`config.mk`:
```
export PLATFORM = sky130hd
export DESIGN_NAME = tga_rle_pixel_decoder
export DESIGN_NICKNAME = d
export VERILOG_FILES = /design/src/design/tgarle_pkg.sv /design/src/design/tgarle_front.sv /design/src/design/tgarle_queue.sv /design/src/design/tgarle_back.sv /design/src/design/tga_rle_pixel_decoder.sv
export SDC_FILE = /design/constraint.sdc
export NUM_CORES = 1
export LEC_CHECK = 0
export BUFFER_PORTS_ARGS = -buffer_cell sky130_fd_sc_hd__buf_2
export CORE_MARGIN = 2
export CORE_UTILIZATION = 50
export CTS_BUF_LIST = sky130_fd_sc_hd__clkbuf_16
export CTS_CLUSTER_SIZE = 14
export DETAILED_ROUTE_END_ITERATION = 8
export GPL_ROUTABILITY_DRIVEN = 0
export PLACE_DENSITY_LB_ADDON = 0.12
export SYNTH_ARGS = -nofsm -noshare
export SYNTH_HDL_FRONTEND = slang
export SYNTH_SLANG_ARGS = --single-unit
```
`constraint.sdc`:
```
create_clock -name clk_i -period 6 [get_ports clk_i]
set_clock_uncertainty 0.05 [all_clocks]
set_input_delay 0.6 -clock clk_i [delete_from_list [all_inputs] [get_ports clk_i]]
set_output_delay 0.6 -clock clk_i [all_outputs]
set_load 0.01 [all_outputs]
```
`src/design/tgarle_pkg.sv`:
```
// Shared types and constants for the TGA run-length pixel decoder.
// Used by every module of the decoder; depends on nothing.
package tgarle_pkg;

  localparam int unsigned PixelCountBitsDefault = 32;
  localparam int unsigned ColorBits = 32;
  localparam int unsigned RepeatBits = 8;
  localparam int unsigned BppBits = 3;
  localparam int unsigned CfgDataBits = 32;

  localparam logic [7:0] RunHeaderMin = 8'd128;
  localparam logic [7:0] RunHeaderBias = 8'd127;

  localparam logic [BppBits-1:0] BppReset = 3'd3;
  localparam logic [CfgDataBits-1:0] PixelTotalReset = 32'd1;

  typedef enum logic [0:0] {
    CFG_BYTES_PER_PIXEL = 1'b0,
    CFG_PIXEL_TOTAL     = 1'b1
  } cfg_index_e;

  typedef enum logic [1:0] {
    CMD_DATA  = 2'd0,
    CMD_START = 2'd1,
    CMD_END   = 2'd2
  } cmd_e;

  typedef enum logic [1:0] {
    STAT_OK        = 2'd0,
    STAT_TOO_MANY  = 2'd1,
    STAT_EARLY_END = 2'd2
  } status_e;

  typedef enum logic [1:0] {
    EVT_PIXEL = 2'd0,
    EVT_END   = 2'd1,
    EVT_CLEAR = 2'd2
  } evt_kind_e;

  typedef struct packed {
    cmd_e       command;
    logic [7:0] data_byte;
  } in_item_t;

  typedef struct packed {
    logic [ColorBits-1:0]  pixel_color;
    logic [RepeatBits-1:0] repeat_count;
    logic                  end_of_image;
    status_e               status;
  } out_item_t;

  typedef struct packed {
    evt_kind_e             kind;
    logic [ColorBits-1:0]  color;
    logic [RepeatBits-1:0] rep;
    logic                  last;
  } evt_t;

endpackage

```
`src/design/tgarle_front.sv`:
```
// Front end: takes stream items, parses packet headers and gathers pixel bytes.
// Pushes pixel, end and clear events to the queue. Depends on tgarle_pkg.
module tgarle_front (
  input  logic                                 clk_i,
  input  logic                                 rst_ni,
  input  logic                                 in_valid_i,
  output logic                                 in_ready_o,
  input  tgarle_pkg::in_item_t                 in_item_i,
  input  logic [tgarle_pkg::BppBits-1:0]       bpp_i,
  output logic                                 push_o,
  output tgarle_pkg::evt_t                     evt_o,
  input  logic                                 push_ready_i
);

  logic                                awaiting_q, awaiting_d;
  logic                                is_run_q, is_run_d;
  logic [tgarle_pkg::RepeatBits-1:0]   left_q, left_d;
  logic [1:0]                          pos_q, pos_d;
  logic [tgarle_pkg::ColorBits-1:0]    gather_q, gather_d;
  logic [tgarle_pkg::BppBits-1:0]      bpp_eff;
  logic [tgarle_pkg::ColorBits-1:0]    gather_new;
  logic                                accept;
  logic                                last_byte;

  assign in_ready_o = push_ready_i;
  assign accept = in_valid_i && in_ready_o;

  always_comb begin
    case (bpp_i) inside
      3'd0: bpp_eff = 3'd1;
      [3'd1:3'd4]: bpp_eff = bpp_i;
      default: bpp_eff = 3'd4;
    endcase
  end

  assign gather_new = gather_q
                      | (tgarle_pkg::ColorBits'(in_item_i.data_byte) << {pos_q, 3'b000});
  assign last_byte = ({1'b0, pos_q} + 3'd1) >= bpp_eff;

  always_comb begin
    awaiting_d = awaiting_q;
    is_run_d   = is_run_q;
    left_d     = left_q;
    pos_d      = pos_q;
    gather_d   = gather_q;
    push_o     = 1'b0;
    evt_o.kind  = tgarle_pkg::EVT_PIXEL;
    evt_o.color = gather_new;
    evt_o.rep   = is_run_q ? left_q : 8'd1;
    evt_o.last  = is_run_q || (left_q == 8'd1);
    if (accept) begin
      case (in_item_i.command)
        tgarle_pkg::CMD_DATA: begin
          if (awaiting_q) begin
            if (in_item_i.data_byte < tgarle_pkg::RunHeaderMin) begin
              is_run_d = 1'b0;
              left_d   = in_item_i.data_byte + 8'd1;
            end else begin
              is_run_d = 1'b1;
              left_d   = in_item_i.data_byte - tgarle_pkg::RunHeaderBias;
            end
            awaiting_d = 1'b0;
            pos_d      = 2'd0;
            gather_d   = '0;
          end else if (!last_byte) begin
            gather_d = gather_new;
            pos_d    = pos_q + 2'd1;
          end else begin
            push_o     = 1'b1;
            gather_d   = '0;
            pos_d      = 2'd0;
            left_d     = is_run_q ? 8'd0 : left_q - 8'd1;
            awaiting_d = evt_o.last;
          end
        end
        tgarle_pkg::CMD_START: begin
          push_o     = 1'b1;
          evt_o.kind = tgarle_pkg::EVT_CLEAR;
          awaiting_d = 1'b1;
          is_run_d   = 1'b0;
          left_d     = '0;
          pos_d      = 2'd0;
          gather_d   = '0;
        end
        tgarle_pkg::CMD_END: begin
          push_o     = 1'b1;
          evt_o.kind = tgarle_pkg::EVT_END;
        end
        default: begin
        end
      endcase
    end
  end

  always_ff @(posedge clk_i or negedge rst_ni) begin
    if (!rst_ni) begin
      awaiting_q <= 1'b1;
      is_run_q   <= 1'b0;
      left_q     <= '0;
      pos_q      <= 2'd0;
      gather_q   <= '0;
    end else begin
      awaiting_q <= awaiting_d;
      is_run_q   <= is_run_d;
      left_q     <= left_d;
      pos_q      <= pos_d;
      gather_q   <= gather_d;
    end
  end

endmodule

```
`src/design/tgarle_queue.sv`:
```
// Two-entry event queue between front and back ends.
// Depends on tgarle_pkg for the event type.
module tgarle_queue (
  input  logic             clk_i,
  input  logic             rst_ni,
  input  logic             push_i,
  input  tgarle_pkg::evt_t push_evt_i,
  output logic             push_ready_o,
  output logic             pop_valid_o,
  output tgarle_pkg::evt_t pop_evt_o,
  input  logic             pop_i
);

  tgarle_pkg::evt_t mem_q [2];
  logic             wr_ptr_q, wr_ptr_d;
  logic             rd_ptr_q, rd_ptr_d;
  logic [1:0]       count_q, count_d;
  logic             do_push, do_pop;

  assign push_ready_o = (count_q != 2'd2);
  assign pop_valid_o  = (count_q != 2'd0);
  assign pop_evt_o    = mem_q[rd_ptr_q];
  assign do_push      = push_i && push_ready_o;
  assign do_pop       = pop_i && pop_valid_o;

  always_comb begin
    wr_ptr_d = do_push ? ~wr_ptr_q : wr_ptr_q;
    rd_ptr_d = do_pop ? ~rd_ptr_q : rd_ptr_q;
    count_d  = count_q + {1'b0, do_push} - {1'b0, do_pop};
  end

  always_ff @(posedge clk_i) begin
    if (do_push) begin
      mem_q[wr_ptr_q] <= push_evt_i;
    end
  end

  always_ff @(posedge clk_i or negedge rst_ni) begin
    if (!rst_ni) begin
      wr_ptr_q <= 1'b0;
      rd_ptr_q <= 1'b0;
      count_q  <= 2'd0;
    end else begin
      wr_ptr_q <= wr_ptr_d;
      rd_ptr_q <= rd_ptr_d;
      count_q  <= count_d;
    end
  end

endmodule

```
`src/design/tgarle_back.sv`:
```
// Back end: counts pixels against the total, flags image end and errors,
// and holds the output register. Depends on tgarle_pkg.
module tgarle_back #(
  parameter int unsigned PixelCountBits = tgarle_pkg::PixelCountBitsDefault
) (
  input  logic                      clk_i,
  input  logic                      rst_ni,
  input  logic                      evt_valid_i,
  input  tgarle_pkg::evt_t          evt_i,
  output logic                      evt_pop_o,
  input  logic [PixelCountBits-1:0] total_i,
  output logic                      out_valid_o,
  input  logic                      out_ready_i,
  output tgarle_pkg::out_item_t     out_item_o
);

  logic [PixelCountBits-1:0] done_q, done_d;
  logic                      finished_q, finished_d;
  logic                      failed_q, failed_d;
  logic                      out_valid_q, out_valid_d;
  tgarle_pkg::out_item_t     out_q, out_d;
  logic                      slot_free;
  logic [PixelCountBits-1:0] missing;
  logic [PixelCountBits-1:0] rep_ext;
  logic [PixelCountBits-1:0] done_sum;
  logic                      over;
  logic [tgarle_pkg::RepeatBits-1:0] rep_clip;

  assign slot_free = !out_valid_q || out_ready_i;
  assign evt_pop_o = evt_valid_i && slot_free;

  assign missing  = (done_q < total_i) ? total_i - done_q : '0;
  assign rep_ext  = PixelCountBits'(evt_i.rep);
  assign over     = rep_ext > missing;
  assign done_sum = done_q + rep_ext;
  assign rep_clip = missing[tgarle_pkg::RepeatBits-1:0];

  always_comb begin
    done_d      = done_q;
    finished_d  = finished_q;
    failed_d    = failed_q;
    out_valid_d = out_valid_q && !out_ready_i;
    out_d       = out_q;
    if (evt_pop_o) begin
      case (evt_i.kind)
        tgarle_pkg::EVT_CLEAR: begin
          done_d     = '0;
          finished_d = 1'b0;
          failed_d   = 1'b0;
        end
        tgarle_pkg::EVT_END: begin
          if (!(finished_q || failed_q)) begin
            failed_d           = 1'b1;
            out_valid_d        = 1'b1;
            out_d.pixel_color  = '0;
            out_d.repeat_count = '0;
            out_d.end_of_image = 1'b0;
            out_d.status       = tgarle_pkg::STAT_EARLY_END;
          end
        end
        tgarle_pkg::EVT_PIXEL: begin
          if (!(finished_q || failed_q)) begin
            out_valid_d = 1'b1;
            if (over) begin
              done_d             = total_i;
              failed_d           = 1'b1;
              out_d.pixel_color  = (rep_clip != '0) ? evt_i.color : '0;
              out_d.repeat_count = rep_clip;
              out_d.end_of_image = 1'b0;
              out_d.status       = tgarle_pkg::STAT_TOO_MANY;
            end else begin
              done_d             = done_sum;
              finished_d         = evt_i.last && (done_sum >= total_i);
              out_d.pixel_color  = evt_i.color;
              out_d.repeat_count = evt_i.rep;
              out_d.end_of_image = evt_i.last && (done_sum >= total_i);
              out_d.status       = tgarle_pkg::STAT_OK;
            end
          end
        end
        default: begin
        end
      endcase
    end
  end

  always_ff @(posedge clk_i or negedge rst_ni) begin
    if (!rst_ni) begin
      done_q      <= '0;
      finished_q  <= 1'b0;
      failed_q    <= 1'b0;
      out_valid_q <= 1'b0;
    end else begin
      done_q      <= done_d;
      finished_q  <= finished_d;
      failed_q    <= failed_d;
      out_valid_q <= out_valid_d;
    end
  end

  always_ff @(posedge clk_i) begin
    out_q <= out_d;
  end

  assign out_valid_o = out_valid_q;
  assign out_item_o  = out_q;

endmodule

```
`src/design/tga_rle_pixel_decoder.sv`:
```
// TGA run-length pixel decoder, top level: config registers, front end,
// event queue, back end. Depends on tgarle_pkg and the tgarle_* modules.
// Throughput: one input transfer per cycle while the queue has room; a
// result passes queue and output register after its pixel's last byte. The
// two-entry queue and output register decouple input and output stalls.
// Reset: decoding state cleared, bytes_per_pixel = 3, pixel_total = 1.
module tga_rle_pixel_decoder #(
  parameter int unsigned PixelCountBits = tgarle_pkg::PixelCountBitsDefault
) (
  input  logic                                 clk_i,
  input  logic                                 rst_ni,
  input  logic                                 cfg_we_i,
  input  tgarle_pkg::cfg_index_e               cfg_index_i,
  input  logic [tgarle_pkg::CfgDataBits-1:0]   cfg_data_i,
  input  logic                                 in_valid_i,
  output logic                                 in_ready_o,
  input  tgarle_pkg::in_item_t                 in_item_i,
  output logic                                 out_valid_o,
  input  logic                                 out_ready_i,
  output tgarle_pkg::out_item_t                out_item_o
);

  logic [tgarle_pkg::BppBits-1:0] bpp_q;
  logic [PixelCountBits-1:0]      total_q;
  logic                           push;
  tgarle_pkg::evt_t               push_evt;
  logic                           push_ready;
  logic                           pop_valid;
  tgarle_pkg::evt_t               pop_evt;
  logic                           pop;

  always_ff @(posedge clk_i or negedge rst_ni) begin
    if (!rst_ni) begin
      bpp_q   <= tgarle_pkg::BppReset;
      total_q <= tgarle_pkg::PixelTotalReset[PixelCountBits-1:0];
    end else if (cfg_we_i) begin
      case (cfg_index_i)
        tgarle_pkg::CFG_BYTES_PER_PIXEL: bpp_q <= cfg_data_i[tgarle_pkg::BppBits-1:0];
        tgarle_pkg::CFG_PIXEL_TOTAL:     total_q <= cfg_data_i[PixelCountBits-1:0];
        default: begin
        end
      endcase
    end
  end

  tgarle_front u_front (
    .clk_i        (clk_i),
    .rst_ni       (rst_ni),
    .in_valid_i   (in_valid_i),
    .in_ready_o   (in_ready_o),
    .in_item_i    (in_item_i),
    .bpp_i        (bpp_q),
    .push_o       (push),
    .evt_o        (push_evt),
    .push_ready_i (push_ready)
  );

  tgarle_queue u_queue (
    .clk_i        (clk_i),
    .rst_ni       (rst_ni),
    .push_i       (push),
    .push_evt_i   (push_evt),
    .push_ready_o (push_ready),
    .pop_valid_o  (pop_valid),
    .pop_evt_o    (pop_evt),
    .pop_i        (pop)
  );

  tgarle_back #(
    .PixelCountBits (PixelCountBits)
  ) u_back (
    .clk_i       (clk_i),
    .rst_ni      (rst_ni),
    .evt_valid_i (pop_valid),
    .evt_i       (pop_evt),
    .evt_pop_o   (pop),
    .total_i     (total_q),
    .out_valid_o (out_valid_o),
    .out_ready_i (out_ready_i),
    .out_item_o  (out_item_o)
  );

endmodule
```
# After elaboration in Yosys (flattened, before gate mapping)
# Memory sizes are Yosys's and may differ from the RTL's.
# Index checks and enable logic that the tools add are counted.
# op_classes
addsub,9
n_reduce_logical,32
n_shift,1
magnitude_cmp,7
n_eq_ne,12
bitwise,4
mux,47
# op_table
cell,count
$mux W32,6
$mux W43,3
$pmux W32 S2,2
$pmux W43 S2,1
$mux W8,5
$add A32 B8 Y32,1
$ge A32 B32 Y1,1
$gt A8 B32 Y1,1
$lt A32 B32 Y1,1
$or A32 B32 Y32,1
$shl A8 B5 Y32,1
$sub A32 B32 Y32,1
$mux W1,17
$pmux W8 S2,1
$reduce_and A3 Y1,3
$add A8 B1 Y8 const B,1
$eq A8 B1 Y1 const B,1
$lt A8 B8 Y1 const B,1
$ne A2 B2 Y1 const B,4
$pmux W1 S2,4
$pmux W2 S2,2
$reduce_and A4 Y1,2
$reduce_bool A2 Y1,4
$reduce_bool A8 Y1,1
other kinds (26),47
# totals
ramBits,86
regBits,161
mem_count,1
# mem_list
name,depth,word_bits,rd,rd_ports_with_merged_regs,wr,line,source
u_queue.mem_q,2,43,1,0,1,tgarle_queue.sv:14,tgarle_pkg::evt_t mem_q [2];

# Depth between registers and ports, before layout
# depth
depth_word,12
depth_mapped,27
mapped_depth_nobuf,24

# Hierarchy
# A second synthesis with hierarchy kept.
# hier_totals
cells_unflattened,1408
area_unflattened_um2,14794.2
# by_module_without_submodules
mod,instances,area_each_um2,cells_each,seq_area_each_um2
tgarle_back,1,7538.5,900,2167.1
tgarle_queue,1,3324.4,156,2682.6
tgarle_front,1,2625.0,277,1102.3
tga_rle_pixel_decoder,1,1306.3,75,879.6

# Least setup slack after synthesis
# OpenSTA, ideal clock, no wires.
# synth_path
kind,flip-flop to flip-flop
from,register u_front.pos_q[0]
to,"memory u_queue.mem_q[0][0] in the netlist's numbering, enable pin"
stages_incl_launch_ff,7
setup_slack_ns,-0.063
synth_period_minus_slack_ns,6.063
n_path_buf,0
t_arrival_ns,5.462
path_cell_list,dfrtp_1 ha_1 ha_1 a21o_1 a21o_1 a21oi_1 nor4_1
# synth_via
elab_chain_len,9
# synth_lines
item,line,source
from (decl),tgarle_front.sv:18,"logic [1:0] pos_q, pos_d;"
from (signal assigned),tgarle_front.sv:106,pos_q <= pos_d;
$add A2 B1 Y3,tgarle_front.sv:38,"assign last_byte = ({1'b0, pos_q} + 3'd1) >= bpp_eff;"
$ge A3 B3 Y1,tgarle_front.sv:38,
$mux W1,tgarle_front.sv:65,end else if (!last_byte) begin
$mux W1,tgarle_front.sv:54,if (awaiting_q) begin
$pmux W1 S2,tgarle_front.sv:52,case (in_item_i.command)
$mux W1,tgarle_front.sv:51,if (accept) begin
$logic_and A1 B1 Y1,tgarle_queue.sv:23,assign do_push = push_i && push_ready_o;
$mux W1,tgarle_queue.sv:33,if (do_push) begin
$mux W1 (implied by the code),tgarle_queue.sv:34,mem_q[wr_ptr_q] <= push_evt_i;
to (decl),tgarle_queue.sv:14,
# Every way passes these cells.

# Final worst setup path
# layout_path
from,register u_queue.rd_ptr_q
to,"register u_back.out_q, in the netlist u_back.out_item_o[2], data pin"
# layout_via
elab_chain_len,7
# layout_lines
item,line,source
from (decl),tgarle_queue.sv:16,"logic rd_ptr_q, rd_ptr_d;"
from (signal assigned),tgarle_queue.sv:45,rd_ptr_q <= rd_ptr_d;
$mem_v2 Z2 W43 *,n/a,
$add A32 B8 Y32,tgarle_back.sv:35,assign done_sum = done_q + rep_ext;
$ge A32 B32 Y1,tgarle_back.sv:76,out_d.end_of_image = evt_i.last && (done_sum >= total_i);
$logic_and A1 B1 Y1,tgarle_back.sv:76,
$mux W43,tgarle_back.sv:64,if (over) begin
$mux W43,tgarle_back.sv:62,if (!(finished_q || failed_q)) begin
$pmux W43 S2 *,tgarle_back.sv:45,case (evt_i.kind)
to (signal assigned),tgarle_back.sv:102,out_q <= out_d;
to (decl),tgarle_back.sv:21,"tgarle_pkg::out_item_t out_q, out_d;"
# Every way passes the cells marked *; elsewhere a longest branch is shown, timed or not. The select of a mux whose other input is x is not followed.
# A chain may end at the register's enable or synchronous reset.

==> run summary <==
### Synth
- cell type with the largest total area after synthesis: sky130_fd_sc_hd__edfxtp_1
- syn_area_per_cell: 10.3 um2
- Cells after Synth: 1,410
- part of the Yosys area used for sequential elements: 46.8%
- proportion of synthesized flip-flops having asynchronous set or reset: 47.8%
- synthesized flop and latch total: 247
- cell types occupying the most area after synthesis: sky130_fd_sc_hd__edfxtp_1 (27%), sky130_fd_sc_hd__dfrtp_1 (20%), sky130_fd_sc_hd__ha_1 (8.1%)
- net count of the mapped netlist: 1,554
- library cell with the highest instance count after synthesis: sky130_fd_sc_hd__edfxtp_1
- share of the synthesized area in the top cell type: 26.6%
- dominant register cell in the synthesized netlist: sky130_fd_sc_hd__edfxtp_1
- post-synth cell types: 80
- post-synthesis cell area: 14,600 um2
- Syn. warnings: 0
- Post-synth EDFFs: 129
- most instantiated cells after synthesis: sky130_fd_sc_hd__edfxtp_1 (129), sky130_fd_sc_hd__nand2_1 (118), sky130_fd_sc_hd__dfrtp_1 (114), sky130_fd_sc_hd__inv_1 (101), sky130_fd_sc_hd__ha_1 (94)

### Layout
- Final #Nets: 1,628
- Area growth syn-to-layout: 12.0%
- ANT cells: 0
- Design Area, Final: 16,300 um2
- footprint of the multi-input gates: 7070 um2
- flip-flop and latch area: 6830 um2
- proportion of layout cells with a drive suffix above 1: 16.1%
- fill cell instance count of the final layout: 2,490

### Worst setup path
- crit path DAT: 5820 ps
- number of cells on the worst reg-to-reg path: 26
- kind of start point of the critical path: flop
- source of the worst register-to-register timing path: u_queue.rd_ptr_q
- Critical Path Fanout Max: 11
- Setup crit end kind: flop
- end of the worst register-to-register path: u_back.out_item_o[2]
- Slowest Stage Delay on Critical Path: 540 ps
- Setup Crit Path Kind: flop to flop
- required time worst endpoint: 6240 ps
- internal reg-to-reg setup slack: 420 ps
- cell repeated most along the worst path: sky130_fd_sc_hd__buf_4
- CP max stage cell: sky130_fd_sc_hd__dfrtp_2

### Pwr
- static leakage: 0.00696 uW
- worst voltage drop across the vdd grid: 0.000299 V
- overall power of the completed layout: 8300 uW
- pwr/cell area: 508 nW/um2

### Timing
- period utilisation layout: 93.1%
- count of final hold-check violations: 0
- setup total negative slack: 0 ps
- Final setup viols: 0
- worst slew pin tran: 1160 ps
- final worst path period need: 5580 ps
- post-route worst setup slack: 416 ps
- Slew HR: 22.9%
- Final Slew Violations: 0
- setup repair after global routing missed its margin: no
- Achievable Freq: 179 MHz

### Route
- final antenna-violating net count: 0
- total wire length: 38,700 um
- Remaining DRCs: 0
- DRC marker count from the first detailed-route iteration: 913
- detailed-routing wirelength on met1: 16,500 um
- via total after detailed routing: 11.4k
- uppermost layer routed: met4
- post-detailed-route via-to-cell ratio: 6.03
- TritonRoute pass-1 iters: 5
- routed wl met3: 2090 um
- mean routed wirelength per cell: 20.5 um
- met2 WL post-DR: 18,400 um

### CTS
- H-Tree Level Count: 1
- clock tree from TritonCTS: done
- Root Buffer Master: sky130_fd_sc_hd__clkbuf_16
- Post-CTS Setup Inserts: 0
- post-CTS resize count: 0
- Bufs on Longest Clock Path: 3
- CTS Sinks: 247
- Skew-Pair Late Insertion Delay: 560 ps
- hold buffer count at cts: 0
- clock input transition at the sequential cells of the worst setup and hold paths: 60 ps
- cts bufs inserted: 27

### Global routing
- GR Util All Layers: 25.4%
- global route overflow: 0
- largest net degree at the start of global routing: 69
- global-route wire length before repair: 62,300 um
- via count of the first global-routing pass: 11.5k
- number of antenna violations at the first check in global routing: 0

### Floorplan
- area of the core region: 28,700 um2
- Die Footprint: 30,500 um2
- ports placed on the boundary: 93
- count of standard-cell rows: 62
- die extent in x: 175 um
- die span in y: 175 um
- effective utilization at floorplan: 50.8%

### Job
- reported max-cap violation count: 0

### Placed design
- post-detailed-placement half-perimeter wirelength: 26,800 um
- DP Worst Slack: 360 ps
- post-place instance area: 15,500 um2
- total of buffers placed on input and output ports: 92

### Outcome
- outcome: complete, no violations

### Min path
- worst hold-check path type: input pin to asynchronous set/reset pin

## metal layers
layer | global-route usage, % | vias to the layer above
met5 | 0 | -
met2 | 43.8 | 371
li1 | - | 5375
met4 | 10.2 | 0
met3 | 2.98 | 95
met1 | 32.8 | 5554
## worst max-delay path: cells and delay by family, from the launching register on
kind / cells / cell delay, ps
and+or+nand+nor: 4 / 430
adders and majority gates: 2 / 590
AOI/OAI and AO/OA: 13 / 2160
xor gates and xnor gates: 1 / 120
DFF: 1 / 540
buffers and inverters: 5 / 930
muxes: 1 / 490
## where the power goes
part / total, uW / switching [uW] / internal [uW]
Sequential: 2530 / 271 / 2260
Combinational: 4150 / 2610 / 1540
Clock: 1620 / 709 / 912
## flip-flops by register name (all words and copies together) (netlist names)
| name | count |
|---|---|
| u_front.left_q | 8 |
| u_front.awaiting_q | 1 |
| u_back.finished_q | 1 |
| u_back.out_valid_o | 1 |
| u_queue.rd_ptr_q | 1 |
| u_front.pos_q | 2 |
| u_front.is_run_q | 1 |
| u_back.failed_q | 1 |
| u_front.gather_q | 32 |
| total_q | 32 |
| u_queue.count_q | 2 |
| u_back.done_q | 32 |
| u_queue.mem_q | 86 |
| u_back.out_item_o | 43 |
| u_queue.wr_ptr_q | 1 |
| bpp_q | 3 |
## final cells by class
cell class                 instances  share of cell area, %
multi-input combinational        984                   43.3
sequential                       247                   41.8
inverter                         101                   2.32
clock buffer                      27                   4.14
clock inverter                    23                   1.13
timing repair buffer             123                   4.31
tap                              384                   2.94
## metrics by stage
step                      utilization [%]  instances  hold slack, ps
after CTS                            56.8       1889            51.3
final                                56.9       1889            48.4
after global routing                 56.9       1889            86.3
after detailed placement             53.8       1839             432
after floorplan                         -       1410             254
after global placement               53.8       1839             416
## cell usage in the layout, fill, tap and decap left out, drive strengths merged, types with 41 or more instances in the layout
master / Yosys / final
a21oi: 73 / 73
edfxtp: 129 / 129
buf: 25 / 123
mux2: 41 / 41
inv: 101 / 109
o21ai: 53 / 53
nor2: 61 / 61
nor3: 70 / 70
ha: 94 / 94
nand2: 118 / 118
dfrtp: 114 / 114
a21o: 66 / 66
## cell families after synthesis
kind of cell | share of synthesized area [%]
compound gates | 17.8
xor+xnor | 2.94
fa+ha+maj | 8.34
buf+inv | 4.90
flops | 46.8
mux | 5.84
simple gates | 13.3
## how the worst max path moves through the flow
stage,from,to,slack [ps],cells after the start
after floorplan,u_queue.rd_ptr_q,u_back.out_item_o[0],200,3
after global placement,u_queue.rd_ptr_q,u_back.out_item_o[2],470,26
after detailed placement,u_back.done_q[9],u_back.out_item_o[9],360,22
after CTS,u_back.done_q[9],u_back.out_item_o[4],300,22
after global routing,u_queue.rd_ptr_q,u_back.out_item_o[2],30,26
final,u_queue.rd_ptr_q,u_back.out_item_o[2],420,26
No activity file was read; power rests on OpenSTA's default activity.
